==> src/prc_pkg.sv <==
// ----------------------------------------------------------------------------
// prc_pkg: shared types and constants for the point rotation pipeline
// Widths of the coordinate path, the CORDIC arctangent table and the
// data word that travels along the chain of CORDIC cells.
// ----------------------------------------------------------------------------
package prc_pkg;

  localparam int PRC_STAGES = 24;
  localparam int IDX_W      = $clog2(PRC_STAGES);

  localparam int COORD_W  = 32;
  localparam int ANGLE_W  = 31;
  localparam int DIFF_W   = COORD_W + 1;
  localparam int CV_W     = 34;
  // Cosine and sine span [-2^30, 2^30], so the positive end needs a 32-bit word.
  localparam int TRIG_W   = 32;
  localparam int PROD_W   = TRIG_W + DIFF_W;
  localparam int ACC_W    = PROD_W + 1;
  localparam int SUM_W    = ACC_W - 30 + 1;

  localparam int S_TDATA_W = 160;
  localparam int M_TDATA_W = 64;

  localparam logic signed [ANGLE_W-1:0] PI_Q28      = 31'sd843314857;
  localparam logic signed [ANGLE_W-1:0] HALF_PI_Q28 = 31'sd421657428;
  localparam logic signed [CV_W-1:0]    GAIN_Q30    = 34'sd652032874;
  localparam logic signed [CV_W-1:0]    ONE_Q30     = 34'sd1073741824;
  localparam logic signed [ACC_W-1:0]   ROUND_HALF  = ACC_W'(65'sd536870912);
  localparam logic signed [SUM_W-1:0]   COORD_MAX   = SUM_W'(36'sd2147483647);
  localparam logic signed [SUM_W-1:0]   COORD_MIN   = SUM_W'(-36'sd2147483648);

  // Data carried by every CORDIC cell alongside the rotation vector.
  typedef struct packed {
    logic signed [CV_W-1:0]    x;
    logic signed [CV_W-1:0]    y;
    logic signed [CV_W-1:0]    z;
    logic                      flip;
    logic signed [DIFF_W-1:0]  dx;
    logic signed [DIFF_W-1:0]  dy;
    logic signed [COORD_W-1:0] cx;
    logic signed [COORD_W-1:0] cy;
  } cell_data_t;

  // atan(2^-i) in Q2.30, truncated toward zero.
  function automatic logic [29:0] atan_q30(input logic [4:0] i);
    logic [29:0] v;
    case (i)
      5'd0:  v = 30'd843314856;
      5'd1:  v = 30'd497837829;
      5'd2:  v = 30'd263043836;
      5'd3:  v = 30'd133525158;
      5'd4:  v = 30'd66890614;
      5'd5:  v = 30'd33502555;
      5'd6:  v = 30'd16775850;
      5'd7:  v = 30'd8388437;
      5'd8:  v = 30'd4194282;
      5'd9:  v = 30'd2097149;
      5'd10: v = 30'd1048575;
      5'd11: v = 30'd524287;
      5'd12: v = 30'd262143;
      5'd13: v = 30'd131071;
      5'd14: v = 30'd65535;
      5'd15: v = 30'd32767;
      5'd16: v = 30'd16383;
      5'd17: v = 30'd8191;
      5'd18: v = 30'd4095;
      5'd19: v = 30'd2047;
      5'd20: v = 30'd1023;
      5'd21: v = 30'd511;
      5'd22: v = 30'd255;
      5'd23: v = 30'd127;
      5'd24: v = 30'd63;
      5'd25: v = 30'd31;
      5'd26: v = 30'd15;
      5'd27: v = 30'd7;
      5'd28: v = 30'd3;
      5'd29: v = 30'd1;
      default: v = 30'd0;
    endcase
    return v;
  endfunction

endpackage

==> src/prc_fold.sv <==
// ----------------------------------------------------------------------------
// prc_fold: angle clamp, quadrant fold and centre offset
// Registers the start vector of the CORDIC chain for one accepted item.
// ----------------------------------------------------------------------------
module prc_fold (
  input  logic                          clk,
  input  logic                          rst,
  input  logic                          en,
  input  logic                          in_valid,
  input  logic [prc_pkg::S_TDATA_W-1:0] in_data,
  output logic                          out_valid,
  output prc_pkg::cell_data_t           out_data
);
  import prc_pkg::*;

  logic signed [COORD_W-1:0] px, py, cx, cy;
  logic signed [ANGLE_W-1:0] ang_in, ang_c;
  logic signed [ANGLE_W:0]   ang_f;
  logic                      flip;
  cell_data_t                d_next;

  always_comb begin
    px     = in_data[31:0];
    py     = in_data[63:32];
    cx     = in_data[95:64];
    cy     = in_data[127:96];
    ang_in = in_data[158:128];

    if (ang_in > PI_Q28) begin
      ang_c = PI_Q28;
    end else if (ang_in < -PI_Q28) begin
      ang_c = -PI_Q28;
    end else begin
      ang_c = ang_in;
    end

    // Fold into [-pi/2, pi/2]; the sign of the result is restored later.
    if (ang_c > HALF_PI_Q28) begin
      ang_f = (ANGLE_W+1)'(ang_c) - (ANGLE_W+1)'(PI_Q28);
      flip  = 1'b1;
    end else if (ang_c < -HALF_PI_Q28) begin
      ang_f = (ANGLE_W+1)'(ang_c) + (ANGLE_W+1)'(PI_Q28);
      flip  = 1'b1;
    end else begin
      ang_f = (ANGLE_W+1)'(ang_c);
      flip  = 1'b0;
    end

    d_next.x    = GAIN_Q30;
    d_next.y    = '0;
    d_next.z    = CV_W'({ang_f, 2'b00});
    d_next.flip = flip;
    d_next.dx   = DIFF_W'(px) - DIFF_W'(cx);
    d_next.dy   = DIFF_W'(py) - DIFF_W'(cy);
    d_next.cx   = cx;
    d_next.cy   = cy;
  end

  always_ff @(posedge clk) begin
    if (rst) begin
      out_valid <= 1'b0;
    end else if (en) begin
      out_valid <= in_valid;
    end
  end

  always_ff @(posedge clk) begin
    if (en) begin
      out_data <= d_next;
    end
  end

endmodule

==> config.mk <==
export PLATFORM = sky130hd
export DESIGN_NAME = prc_fold
export DESIGN_NICKNAME = d
export VERILOG_FILES = /design/src/prc_pkg.sv /design/src/prc_fold.sv
export SDC_FILE = /design/constraint.sdc
export NUM_CORES = 1
export LEC_CHECK = 0
export ABC_AREA = 0
export ABC_CLOCK_PERIOD_IN_PS = 15400
export BUFFER_PORTS_ARGS = -buffer_cell sky130_fd_sc_hd__buf_2
export CORE_ASPECT_RATIO = 1.2
export CORE_MARGIN = 1.5
export CORE_UTILIZATION = 30
export CTS_BUF_LIST = sky130_fd_sc_hd__clkbuf_4 sky130_fd_sc_hd__clkbuf_8
export DETAILED_ROUTE_END_ITERATION = 8
export GPL_ROUTABILITY_DRIVEN = 0
export RECOVER_POWER = 25
export SLEW_MARGIN = 10
export SYNTH_ARGS = -nofsm -noshare
export SYNTH_HDL_FRONTEND = slang
export SYNTH_SLANG_ARGS = --single-unit
==> constraint.sdc <==
create_clock -name clk -period 15.4 [get_ports clk]
set_input_delay 2.31 -clock clk [delete_from_list [all_inputs] [get_ports clk]]
set_output_delay 2.31 -clock clk [all_outputs]
set_load 0.05 [all_outputs]
==> results of run 1 <==
==> area by class of cell <==
class                      instances  area [um^2]  share of cell area (%)
sequential                       164         4910                    36.2
multi-input combinational        877         5740                    42.3
clock buffer                      21          264                    1.94
clock inverter                    11          111                   0.820
timing repair buffer             328         1590                    11.7
tap                              480          601                    4.42
inverter                          96          360                    2.65
antenna                            2         5.00                  0.0368
==> cells in the final DEF, fill, tap and decap left out, drive strengths merged, types with 5 or more instances in the layout <==
cell type	count
and2	6
mux2i	6
or3	9
ha	67
o21bai	8
nor3	42
nor4	9
nand3	16
xnor2	43
o211ai	10
a2111oi	5
a31oi	12
o21a	18
xor2	17
nand2	61
a221oi	5
nand4	11
a211oi	8
buf	282
nor2b	26
o31ai	7
a21boi	7
clkbuf	67
o22ai	7
a21oi	83
o21ai	77
edfxtp	163
a21o	20
o221a	6
conb	70
nand2b	12
clkinv	7
nor2	94
inv	95
and3	14
o31a	9
or2	12
or4	7
==> logic make-up after synthesis <==
family                   after synthesis  share of synthesized area (%)
other                                  2                         0.0654
adder cells (fa/ha/maj)               69                           7.65
flip-flops                           164                           42.8
AND/OR/NAND/NOR                      340                           15.4
AO/OA/AOI/OAI                        332                           19.5
XOR/XNOR                              60                           4.57
buffers and inverters                211                           9.52
multiplexers                           6                          0.523
==> routing by layer <==
layer	routed length, um	GRT usage [%]	up-vias	share of wire, %
met5	31	0	-	0.086
met4	1500	9.72	4	4.1
met3	3370	4.17	98	9.3
met2	17900	32.0	569	50
met1	13300	19.8	4836	37
li1	-	-	4828	-
==> final timing paths <==
path,start,endpoint,depth (start not counted)
min reg2reg,out_valid,out_valid,2
min,out_valid,out_valid,2
max reg2reg,out_valid,out_valid,2
max,in_data[130],out_data[149],22
==> worst max-delay path, delay by kind of cell <==
kind	cells	cell delay (ps)
AO/OA/AOI/OAI	11	2010
adder cells (fa/ha/maj)	2	1090
multiplexers	1	340
buffers and inverters	2	660
AND/OR/NAND/NOR	6	2120
==> where the power goes <==
group	internal (mW)	switching, mW
Clock	0.149	0.173
Combinational	0.153	0.442
Sequential	0.566	0.0135
==> flip-flops by register name, indices dropped and copies added (netlist names) <==
name       flops
out_data     163
out_valid      1
==> flow_metrics.env, run 1 <==
export IMPL_ys_async_sr_fraction_pct=0
export IMPL_synthCells=1184
export IMPL_clk_pin_slew_worst_paths_ps=90
export IMPL_ys_types=90
export IMPL_wirelength_um=36100
export IMPL_endpoint_kind="register"
export IMPL_layout_nets=1717
export IMPL_hold_worst_slack_ps=494
export IMPL_finalSetupViolations=0
export IMPL_crit_type="primary input to register"
export IMPL_vias=10300
export IMPL_post_route_util_pct=36.0
export IMPL_via_per_inst=5.22
export IMPL_layout_area_overhead_vs_synth_pct=18.3
export IMPL_dp_hpwl_um=27500
export IMPL_outcome="finished with violations"
export IMPL_final_period_utilization_pct=53.6
export IMPL_required_ps=15710
export IMPL_syn_area_mm2=0.0115
export IMPL_worst_slack_ps=7150
export IMPL_hold_path_class="register to register"
export IMPL_placed_cell_area_mm2=0.0133
export IMPL_die_area_mm2=0.0395
export IMPL_clock_sinks=164
export IMPL_synth_most_common_cell="edfxtp_1"
export IMPL_hold_viol_final=0
export IMPL_cts_root_buf="clkbuf_8"
export IMPL_avgSynthCellArea_um2=9.70
export IMPL_tightestPinTransition_ps=5530
export IMPL_cp_data_arrival_time_ps=8560
export IMPL_period_needed_ps=8250
export IMPL_violations="capacitance limit, slew limit"
export IMPL_synth_top_cells_by_count="163 x edfxtp_1, 95 x inv_1, 94 x nor2_1"
export IMPL_cts_tree="yes"
export IMPL_drt_first_pass_iters=6
export IMPL_ys_flop_type="edfxtp_1"
export IMPL_port_buffers=326
export IMPL_clockBufferDepth=2
export IMPL_drv_cap=1
export IMPL_seq_area_frac_synth_pct=42.8
export IMPL_grt_max_degree=99
export IMPL_grtUsageTotal_pct=18.0
export IMPL_critPathMaxStageDelay_ps=720
export IMPL_place_inst=1945
export IMPL_final_instance_count_excl_fill=1979
export IMPL_startpoint_type="primary input"
export IMPL_htreeDepth=4
export IMPL_clock_latency_ps=500
export IMPL_slowest_stage="and2_1"
export IMPL_synth_area_leader_cell="edfxtp_1"
export IMPL_grt_pass1_wl_um=54200
export IMPL_rsz0062_at_grt="no"
export IMPL_post_route_drc_count=0
export IMPL_synthTopCellsByArea="edfxtp_1 43%, ha_1 7.3%, buf_4 5.0%"
export IMPL_powerDensity_mw_per_mm2=110
export IMPL_yosys_warnings=0
export IMPL_antenna_found_initial=2
export IMPL_synth_edf_count=163
export IMPL_synth_ff_latch_count=164
export IMPL_stdcell_area_mm2=0.0136
export IMPL_timing_setup_tns_ps=0
export IMPL_total_power_mw=1.50
export IMPL_die_h_um=217
export IMPL_io_pins=398
export IMPL_p_leak_nw=5.85
export IMPL_die_x_um=182
export IMPL_cp_cell_sequence="buf_2, a31oi_1, nor2_1, nor2_1, nor2b_1, o21ai_0, a21boi_0, o21bai_1, a21oi_1, o41ai_1, ha_1, buf_4, o21ai_1, ha_1, nor4bb_1, o2111ai_1, or4_1, o211ai_2, and2_1, a21oi_1, a32oi_1, mux2i_1"
export IMPL_core_area_mm2=0.0378
export IMPL_fmax_ghz=0.121
export IMPL_synth_top_area_share_pct=42.6
export IMPL_fillers=3915
export IMPL_pre_cts_ws_ps=6840
export IMPL_core_rowCount=78
export IMPL_grt_overflow=0
export IMPL_numCtsBuffers=17
export IMPL_ant_nets=0
export IMPL_postCtsSetupRepairBufs=0
export IMPL_cts_repair_resize_count=0
export IMPL_drive_above_1_share_pct=23.2
export IMPL_grt_pass1_vias=9963
export IMPL_peakVddDrop_mv=0.0499
export IMPL_wire_per_inst_um=18.2
export IMPL_start_util_pct=30.4
export IMPL_postCtsHoldBufs=0
export IMPL_fin_skew_ps=0
export IMPL_slew_violations=99
export IMPL_relSlewSlack_pct=-269
export IMPL_r2r_slack_ps=14730
export IMPL_drt_iter0_drc=786
export IMPL_cp_max_fo=50
Note: power is estimated with default switching activity, not from simulation.
==> inputs of run 2 (changes only) <==
--- a/config.mk
+++ b/config.mk
@@ -6,7 +6,7 @@
 export NUM_CORES = 1
 export LEC_CHECK = 0
 export ABC_AREA = 0
-export ABC_CLOCK_PERIOD_IN_PS = 15400
+export ABC_CLOCK_PERIOD_IN_PS = 8150
 export BUFFER_PORTS_ARGS = -buffer_cell sky130_fd_sc_hd__buf_2
 export CORE_ASPECT_RATIO = 1.2
 export CORE_MARGIN = 1.5
==> constraint.sdc (replaced) <==
create_clock -name clk -period 8.15 [get_ports clk]
set_input_delay 1.2225 -clock clk [delete_from_list [all_inputs] [get_ports clk]]
set_output_delay 1.2225 -clock clk [all_outputs]
set_load 0.05 [all_outputs]
==> run 2 against run 1 <==
The run still ends with capacitance limit, slew limit left. Setup slack worse by 5300 ps. Critical path depth decreased by 20. Highest routed layer unchanged. Clock-buffer cell count shrank 3. Largest power group unchanged. Die area unchanged.
==> flow_metrics.env, run 2 (synthesis gave the netlist of run 1 again) <==
export IMPL_grt_pass1_vias=9631
export IMPL_peakVddDrop_mv=0.0859
export IMPL_cp_data_arrival_time_ps=6430
export IMPL_cts_root_buf="clkbuf_8"
export IMPL_postCtsHoldBufs=0
export IMPL_drv_cap=1
export IMPL_start_util_pct=30.4
export IMPL_cp_max_fo=100
export IMPL_core_rowCount=78
export IMPL_relSlewSlack_pct=-273
export IMPL_clock_sinks=164
export IMPL_post_route_drc_count=0
export IMPL_dp_hpwl_um=27400
export IMPL_grt_overflow=0
export IMPL_numCtsBuffers=17
export IMPL_drt_first_pass_iters=5
export IMPL_final_period_utilization_pct=77.1
export IMPL_postCtsSetupRepairBufs=0
export IMPL_timing_setup_tns_ps=0
export IMPL_fmax_ghz=0.159
export IMPL_layout_area_overhead_vs_synth_pct=18.3
export IMPL_via_per_inst=5.19
export IMPL_r2r_end="out_valid"
export IMPL_crit_type="primary input to register"
export IMPL_required_ps=8290
export IMPL_antenna_found_initial=3
export IMPL_r2r_slack_ps=7440
export IMPL_die_area_mm2=0.0395
export IMPL_tightestPinTransition_ps=5600
export IMPL_hold_path_depth=2
export IMPL_rsz0062_at_grt="no"
export IMPL_die_h_um=217
export IMPL_htreeDepth=4
export IMPL_largest_register_ffs=163
export IMPL_cp_cell_sequence="clkbuf_1, buf_4"
export IMPL_final_common_cell="buf_2"
export IMPL_wirelength_um=35800
export IMPL_outcome="finished with violations"
export IMPL_io_pins=398
export IMPL_cts_tree="yes"
export IMPL_regArea_mm2=0.00491
export IMPL_powerDensity_mw_per_mm2=205
export IMPL_violations="capacitance limit, slew limit"
export IMPL_core_area_mm2=0.0378
export IMPL_reg_top3="out_data (163), out_valid (1)"
export IMPL_crit_path_start="en"
export IMPL_ant_nets=0
export IMPL_path_buf_inv=2
export IMPL_slew_violations=101
export IMPL_stdcell_area_mm2=0.0136
export IMPL_clock_latency_ps=510
export IMPL_grt_pass1_wl_um=52900
export IMPL_drt_iter0_drc=862
export IMPL_p_leak_nw=5.84
export IMPL_cp_top_family="buffers and inverters"
export IMPL_regMostFlops="out_data"
export IMPL_final_cell_mix="281 x buf_2, 163 x edfxtp_1, 95 x inv_1"
export IMPL_startpoint_type="primary input"
export IMPL_slowest_stage="clkbuf_1"
export IMPL_holdCritStartpoint="out_valid"
export IMPL_r2r_start="out_valid"
export IMPL_hold_path_class="register to register"
export IMPL_hold_worst_slack_ps=522
export IMPL_port_buffers=326
export IMPL_place_inst=1948
export IMPL_period_needed_ps=6280
export IMPL_placed_cell_area_mm2=0.0133
export IMPL_layout_nets=1720
export IMPL_reg2regPathDepth=2
export IMPL_die_x_um=182
export IMPL_fillers=3877
export IMPL_cts_repair_resize_count=0
export IMPL_drive_above_1_share_pct=23.2
export IMPL_fin_skew_ps=0
export IMPL_critPathMaxStageDelay_ps=3810
export IMPL_final_instance_count_excl_fill=1982
export IMPL_hold_viol_final=0
export IMPL_total_power_mw=2.79
export IMPL_clockBufferDepth=2
export IMPL_vias=10300
export IMPL_wire_per_inst_um=18.1
export IMPL_grtUsageTotal_pct=17.7
export IMPL_grt_max_degree=101
export IMPL_endpoint_kind="register"
export IMPL_finalSetupViolations=0
export IMPL_multi_input_area_mm2=0.00574
export IMPL_clk_pin_slew_worst_paths_ps=90
export IMPL_holdPathEnd="out_valid"
## run 2: changes by cell type in the layout (fill, tap and decap cells not counted), sizes merged
| cell | delta |
|---|---|
| inv | +2 |
| clkbuf | -4 |
| clkinvlp | +2 |
| buf | +4 |
| bufinv | -1 |
## run 2: report_power, final
part	switching (mW)	internal (mW)
clock	0.333	0.240
sequential	0.0275	1.07
combinational	0.831	0.290
total	1.19	1.60
## run 2: metal layers
metal,share of wire [%],GRT usage (%),up-vias,wire (um)
met5,0.087,0,-,31
met4,3.7,9.00,4,1340
met3,8.1,4.03,76,2900
met2,50,31.6,539,17900
met1,38,19.7,4824,13600
li1,-,-,4839,-
## run 2: worst max path at each step
| stage | end | cells past startpoint |
|---|---|---|
| 3_3_place_gp | out_data[147] | 23 |
| 4_1_cts | out_data[147] | 23 |
| 5_1_grt | out_data[119] | 2 |
| 3_5_place_dp | out_data[147] | 23 |
| 6_report | out_data[55] | 2 |
| 2_1_floorplan | out_data[138] | 25 |
## run 2: final cells by class
class                           instances  area share (%)
Multi-Input combinational cell        877            42.3
Sequential cell                       164            36.2
Timing Repair Buffer                  331            11.9
Tap cell                              480            4.42
Inverter                               96            2.65
Clock buffer                           18            1.78
Clock inverter                         14           0.810
Antenna cell                            2          0.0368
## run 2: through the flow
| stage | utilization (%) | setup WS (ps) |
|---|---|---|
| 2_1_floorplan | - | 1780 |
| 3_3_place_gp | 35.2 | 1560 |
| 3_5_place_dp | 35.2 | 1540 |
| 4_1_cts | 36.1 | 2100 |
| 5_1_grt | 36.0 | 1370 |
| 6_report | 36.0 | 1870 |
